### src/rtl/gdfs_pkg.sv
// Shared types, constants and helpers for the depth-first search block.
package gdfs_pkg;

    localparam int MAX_VERTICES = 64;
    localparam int MAX_ARCS     = 1024;

    localparam int VTX_W  = 7;
    localparam int VIDX_W = $clog2(MAX_VERTICES);
    localparam int SP_W   = $clog2(MAX_VERTICES + 1);
    localparam int SLOT_W = $clog2(MAX_ARCS);
    localparam int LINK_W = $clog2(MAX_ARCS + 1);
    localparam int CNT_W  = 11;
    localparam int TIME_W = 8;
    localparam int STK_W  = VTX_W + LINK_W;
    localparam int DISC_W = VTX_W + TIME_W;

    localparam logic [1:0] MODE_ARC   = 2'd0;
    localparam logic [1:0] MODE_EDGE  = 2'd1;
    localparam logic [1:0] MODE_ORDER = 2'd2;
    localparam logic [1:0] MODE_CLEAR = 2'd3;

    localparam logic [1:0] ST_OK    = 2'd0;
    localparam logic [1:0] ST_RANGE = 2'd1;
    localparam logic [1:0] ST_FULL  = 2'd2;

    localparam logic REG_VERTEX_COUNT = 1'b0;
    localparam logic [VTX_W-1:0] VCOUNT_RESET = VTX_W'(64);

    typedef enum logic [4:0] {
        S_IDLE, S_DECODE, S_ERR,
        S_INS_HEAD, S_INS_HWAIT, S_INS_WALK, S_INS_WRITE, S_INS_LINK,
        S_DISC, S_DISC_W, S_STEP, S_STEP_W, S_POP_W, S_ORD_END,
        S_EM_RD, S_EM_RD2, S_EM_OUT
    } state_t;

    typedef enum logic [4:0] {
        OP_IDLE, OP_DECODE, OP_ERR,
        OP_INS_HEAD, OP_INS_HWAIT, OP_INS_WALK, OP_INS_WRITE, OP_INS_LINK,
        OP_DISC, OP_DISC_W, OP_STEP, OP_STEP_W, OP_POP_W, OP_ORD_END,
        OP_EM_RD, OP_EM_RD2, OP_EM_OUT
    } op_t;

    typedef struct packed {
        op_t  op;
        logic load_in;
        logic out_load;
    } ctrl_cmd_t;

    typedef struct packed {
        logic [1:0] mode;
        logic       bad_add;
        logic       full;
        logic       bad_a;
        logic       white_a;
        logic       last;
        logic       link_zero;
        logic       walk_stop;
        logic       second_pending;
        logic       cur_zero;
        logic       sp_one;
        logic       push_ok;
        logic       flen_zero;
        logic       emit_last;
        logic       out_free;
    } dp_status_t;

    // vertex number (1-based) to table index
    function automatic logic [VIDX_W-1:0] vidx(input logic [VTX_W-1:0] v);
        logic [VTX_W-1:0] t;
        t = v - VTX_W'(1);
        return t[VIDX_W-1:0];
    endfunction

    // count to index of its last element
    function automatic logic [VIDX_W-1:0] sidx(input logic [SP_W-1:0] n);
        logic [SP_W-1:0] t;
        t = n - SP_W'(1);
        return t[VIDX_W-1:0];
    endfunction

    // link (slot plus one) to slot
    function automatic logic [SLOT_W-1:0] slot_of(input logic [LINK_W-1:0] l);
        logic [LINK_W-1:0] t;
        t = l - LINK_W'(1);
        return t[SLOT_W-1:0];
    endfunction

endpackage

### src/rtl/gdfs_ctrl.sv
// Sequencer for graph loading, the depth-first walk and result emission.
module gdfs_ctrl import gdfs_pkg::*; (
    input  logic       aclk,
    input  logic       aresetn,
    input  logic       s_valid,
    output logic       s_ready,
    input  dp_status_t status,
    output ctrl_cmd_t  cmd
);

    state_t state_reg, state_next;

    always_ff @(posedge aclk) begin
        if (!aresetn) begin
            state_reg <= S_IDLE;
        end else begin
            state_reg <= state_next;
        end
    end

    always_comb begin
        state_next   = state_reg;
        s_ready      = 1'b0;
        cmd.op       = OP_IDLE;
        cmd.load_in  = 1'b0;
        cmd.out_load = 1'b0;
        case (state_reg)
            S_IDLE: begin
                s_ready     = 1'b1;
                cmd.op      = OP_IDLE;
                cmd.load_in = s_valid;
                if (s_valid) state_next = S_DECODE;
            end
            S_DECODE: begin
                cmd.op = OP_DECODE;
                case (status.mode)
                    MODE_ARC, MODE_EDGE: begin
                        if (status.bad_add || status.full) state_next = S_ERR;
                        else state_next = S_INS_HEAD;
                    end
                    MODE_ORDER: begin
                        if (status.bad_a) state_next = S_ERR;
                        else if (status.white_a) state_next = S_DISC;
                        else state_next = S_ORD_END;
                    end
                    default: state_next = S_IDLE;
                endcase
            end
            S_ERR: begin
                cmd.op       = OP_ERR;
                cmd.out_load = status.out_free;
                if (status.out_free) state_next = S_IDLE;
            end
            S_INS_HEAD: begin
                cmd.op     = OP_INS_HEAD;
                state_next = S_INS_HWAIT;
            end
            S_INS_HWAIT: begin
                cmd.op     = OP_INS_HWAIT;
                state_next = status.link_zero ? S_INS_WRITE : S_INS_WALK;
            end
            S_INS_WALK: begin
                cmd.op = OP_INS_WALK;
                if (status.walk_stop) state_next = S_INS_WRITE;
            end
            S_INS_WRITE: begin
                cmd.op     = OP_INS_WRITE;
                state_next = S_INS_LINK;
            end
            S_INS_LINK: begin
                cmd.op     = OP_INS_LINK;
                state_next = status.second_pending ? S_INS_HEAD : S_IDLE;
            end
            S_DISC: begin
                cmd.op     = OP_DISC;
                state_next = S_DISC_W;
            end
            S_DISC_W: begin
                cmd.op     = OP_DISC_W;
                state_next = S_STEP;
            end
            S_STEP: begin
                cmd.op = OP_STEP;
                if (!status.cur_zero) state_next = S_STEP_W;
                else if (status.sp_one) state_next = S_ORD_END;
                else state_next = S_POP_W;
            end
            S_STEP_W: begin
                cmd.op     = OP_STEP_W;
                state_next = status.push_ok ? S_DISC : S_STEP;
            end
            S_POP_W: begin
                cmd.op     = OP_POP_W;
                state_next = S_STEP;
            end
            S_ORD_END: begin
                cmd.op = OP_ORD_END;
                if (!status.last || status.flen_zero) state_next = S_IDLE;
                else state_next = S_EM_RD;
            end
            S_EM_RD: begin
                cmd.op     = OP_EM_RD;
                state_next = S_EM_RD2;
            end
            S_EM_RD2: begin
                cmd.op     = OP_EM_RD2;
                state_next = S_EM_OUT;
            end
            S_EM_OUT: begin
                cmd.op       = OP_EM_OUT;
                cmd.out_load = status.out_free;
                if (status.out_free) state_next = status.emit_last ? S_IDLE : S_EM_RD;
            end
            default: state_next = S_IDLE;
        endcase
    end

endmodule

### config.mk
export PLATFORM = sky130hd
export DESIGN_NAME = gdfs_ctrl
export DESIGN_NICKNAME = d
export VERILOG_FILES = /design/src/rtl/gdfs_pkg.sv /design/src/rtl/gdfs_ctrl.sv
export SDC_FILE = /design/constraint.sdc
export NUM_CORES = 1
export LEC_CHECK = 0
export BUFFER_PORTS_ARGS = -buffer_cell sky130_fd_sc_hd__buf_2
export CAP_MARGIN = 20
export CORE_MARGIN = 2
export CORE_UTILIZATION = 40
export CTS_CLUSTER_SIZE = 24
export DETAILED_ROUTE_END_ITERATION = 10
export GPL_ROUTABILITY_DRIVEN = 1
export PLACE_DENSITY = 0.72
export REMOVE_ABC_BUFFERS = 1
export SLEW_MARGIN = 5
export SYNTH_ARGS = -nofsm -noshare
export SYNTH_HDL_FRONTEND = slang
export SYNTH_SLANG_ARGS = --single-unit
export TNS_END_PERCENT = 10
### constraint.sdc
create_clock -name aclk -period 1.8 [get_ports aclk]
set_input_delay 0.09 -clock aclk [delete_from_list [all_inputs] [get_ports aclk]]
set_output_delay 0.09 -clock aclk [all_outputs]
set_load 0.02 [all_outputs]
==> impl_summary.md <==
Clock network
The clock latency reported for the late side of the worst-skew pair is roughly 0.24 ns. CTS built an H-tree with a depth of 1. Counting the buffers created by CTS gives 3. Post-CTS repair changed the size of 0 cells.

In this run, post-CTS hold repair placed 0 buffers. The cell at the root of the clock tree is clkbuf_4. The CTS sink count is 5. Buffers added to address setup during post-CTS repair amount to 0.

Clock-pin slew was measured on the worst setup and hold paths at about 0.05 ns. The TritonCTS clock tree is yes. The buffer depth of the longest clock path is 2.

Routing
The first detailed-routing pass ran for 5 iterations. Once detail routing completed, the nets flagged for antenna violations numbered 0. Dividing the detail-routed wire length by the instance count gives 12.11 um. The DRC marker count from the first detailed-route iteration is 19. In the routed design, unresolved DRC markers number 0.

The number of vias in the routed layout is ~730. Summed over all layers, the routed wires come to approximately 1600 um. In the routed layout, each cell is associated on average with a via count of ~5.6.

Cells and area
The finished layout holds between 100 and 150 standard cells, fillers aside. For this run, the share of the core covered by cells in the final layout is 57.21%. The share of cells above drive strength 1 is between 30% and 40%. The design area is 744.5 um^2. The number of nets in the layout is around 140.

The number of diodes is 0. From synthesis to final layout, the design area changed by 35.23%. The layout has ~140 filler cells. The flip-flop count of the largest register after layout is 5.

Worst setup path
The largest driver fanout on the critical path is 3. The start point of the critical path is state_reg[2]. In this run the register-to-register setup slack is 0.16 ns. The worst setup path is of the reg -> reg kind. The kind of end point of the critical path is a flop. At the worst endpoint, the required time is 1.97 ns. The reg-to-reg startpoint is state_reg[2]. The kind of start point of the critical path is a flop. The critical path data arrival time is ~1.8 ns. For the worst flop-to-flop path, the logic depth is 5. The endpoint of the worst register-to-register path is state_reg[0].

GRT
Global routing consumed, over all layers together, approximately 22% of the routing resources. The largest net degree at the start of global routing is 15. The final global-route overflow total is 0.

The number of global-route vias before repair is 607. The first global-routing pass estimated about 2500 um of wire. The number of antenna violations at the first check in global routing is 0.

Placed design
The total placed cells including tap cells is about 130. Summing all placed instances gives a cell area of about 720 um^2. Buffers placed on the I/O ports in this run total 26.

The final weighted congestion of routability-driven global placement is 0.8730. Detailed placement ended at an HPWL of approximately 1200 um. The worst setup slack after placement is approximately 0.18 ns.

Synthesis
The most frequently used cell type in the post-synthesis netlist is nor2_1. The synthesized netlist occupies a cell area of about 550 um^2. A synthesized cell averages 6.401 um^2. The cell count after synthesis is between 80 and 90. In the post-synthesis netlist, the biggest area contributors are dfxtp_1 18%, nor2b_1 8.0%, nor2_1 7.5%. Summing the sequential cell areas from Yosys gives a little under a fifth of the chip area.

Summed over all instances, the cell type with the most area after synthesis is dfxtp_1. The number of warnings printed during yosys synthesis is 0. The number of enable flip-flop cells after synthesis is 0. The number of different library cells used by synthesis comes to 31. For this run, asynchronously set or reset flops after synthesis account for 0%. The top cell type by area accounts for between 10% and 20% of the synthesized area. Synthesis inferred 5 register bits.

Sorting the synthesized cells by how often they occur yields 11 x nor2_1, 9 x nand2_1, 7 x inv_1, 7 x nor2b_1. The prevailing post-synth register cell is dfxtp_1.

STA
Setup total negative slack on the finished layout was measured at 0 ns. Setup violations remaining at the end of the flow were counted as 0. The number of hold-slack violations in the final timing report was 0.

In the post-route analysis, the smallest setup slack over all paths is ~0.16 ns. Setup repair after global routing left no endpoint under its margin. The relative max-transition margin is about two thirds. Counting I/O delays and the setup requirement, the final critical path takes around 1.6 ns.

Based on the critical path, the design can be clocked at up to 0.6085 GHz. The final critical-path share of the clock period is 91.30%. The count of final max-slew check failures is 0. For the pin with the worst max-slew slack, the measured transition is ~0.50 ns.

The maximum clock skew at final layout is between 0.002 and 0.0025 ns.

Die
The floorplan die height is 41.10 um. The die covers roughly 1700 um^2. The area of the core is 1301 um^2.

The width of the die is approximately 41 um. 27 I/O pins were placed. The starting density of the core is between 40% and 50%. The number of cell rows is 13.

Outcome
The flow ran to the end, and the final reports show no timing, DRC or antenna violations.

Power and ir drop
The worst voltage drop across the vdd grid is roughly 270 uV. In this run the power density over the cells is around 670 nW/um^2. The analysis attributes to cell leakage a power of approximately 0.00035 uW.

Worst hold path
The beginning of the worst hold path is aresetn. The terminating pin of the worst hold path is state_reg[0]. The type of the worst min-delay path is in -> reg. The worst hold path was traced through 3 stages.

Flow run
The number of max-cap violations is 0.
-- report_power, final --
part	internal [uW]	switching (uW)	total [uW]
Clock	83.9	47.3	131
Combinational	108	127	236
Sequential	120	12.8	133
-- metrics by stage --
step | power (uW) | hold slack, ns
global route | 532.0 | 0.1464
finish | 499.4 | 0.1154
floorplan | 275.4 | 0.2046
global placement | 365.7 | 0.3506
detailed placement | 367.0 | 0.3576
CTS | 496.1 | 0.1096
-- worst max-delay path, cell delays in order (launching register included) --
cell and delay, ns:
dfxtp_1 0.30, or4b_1 0.54, a22o_1 0.27, a211oi_2 0.21, nand2_1 0.12, o21ai_1 0.14
-- cell type report --
cell class	count	area [um^2]	area share, %
Inverter	7	26.28	3.529
Timing Repair Buffer	31	167.7	22.52
Clock buffer	4	26.28	3.529
Multi-Input combinational cell	69	405.4	54.45
Sequential cell	5	100.1	13.45
Tap cell	15	18.77	2.521
-- per-layer routing --
layer / global-route usage [%] / part of all wire [%] / vias up
met5: 0 / 0 / -
met4: 7.258 / 0.38 / 0
met3: 1.630 / 6.1 / 2
met2: 36.33 / 47 / 30
met1: 29.90 / 46 / 328
li1: - / - / 373
-- how the worst max path moves through the flow --
stage / depth (start not counted) / to
finish: 5 / state_reg[0]
detailed placement: 5 / state_reg[1]
global route: 5 / state_reg[1]
CTS: 5 / state_reg[1]
floorplan: 5 / state_reg[1]
global placement: 5 / state_reg[1]
-- logic make-up (layout without fill, tap and decap cells) --
logic type,after synthesis,after routing,synth area share (%)
DFF,5,5,18.18
and+or+nand+nor,43,43,40.68
xor gates and xnor gates,1,1,1.591
buffers and inverters,12,42,8.183
AOI/OAI and AO/OA,24,24,29.55
muxes,1,1,1.818
-- cell usage in the layout, fill, tap and decap left out, types with 2 or more instances in the layout --
cell type,instances
a21boi_0,2
buf_2,26
inv_1,7
o21ai_1,2
a31oi_1,2
clkbuf_4,3
nor3_1,3
buf_4,5
nand2_1,9
o221ai_1,2
nor4_1,2
a21oi_1,4
nand3_1,2
nor2b_1,7
dfxtp_1,5
and3_1,2
nand4_1,2
nor2_1,11
o21ai_0,5
(Power assumes the default switching activity.)
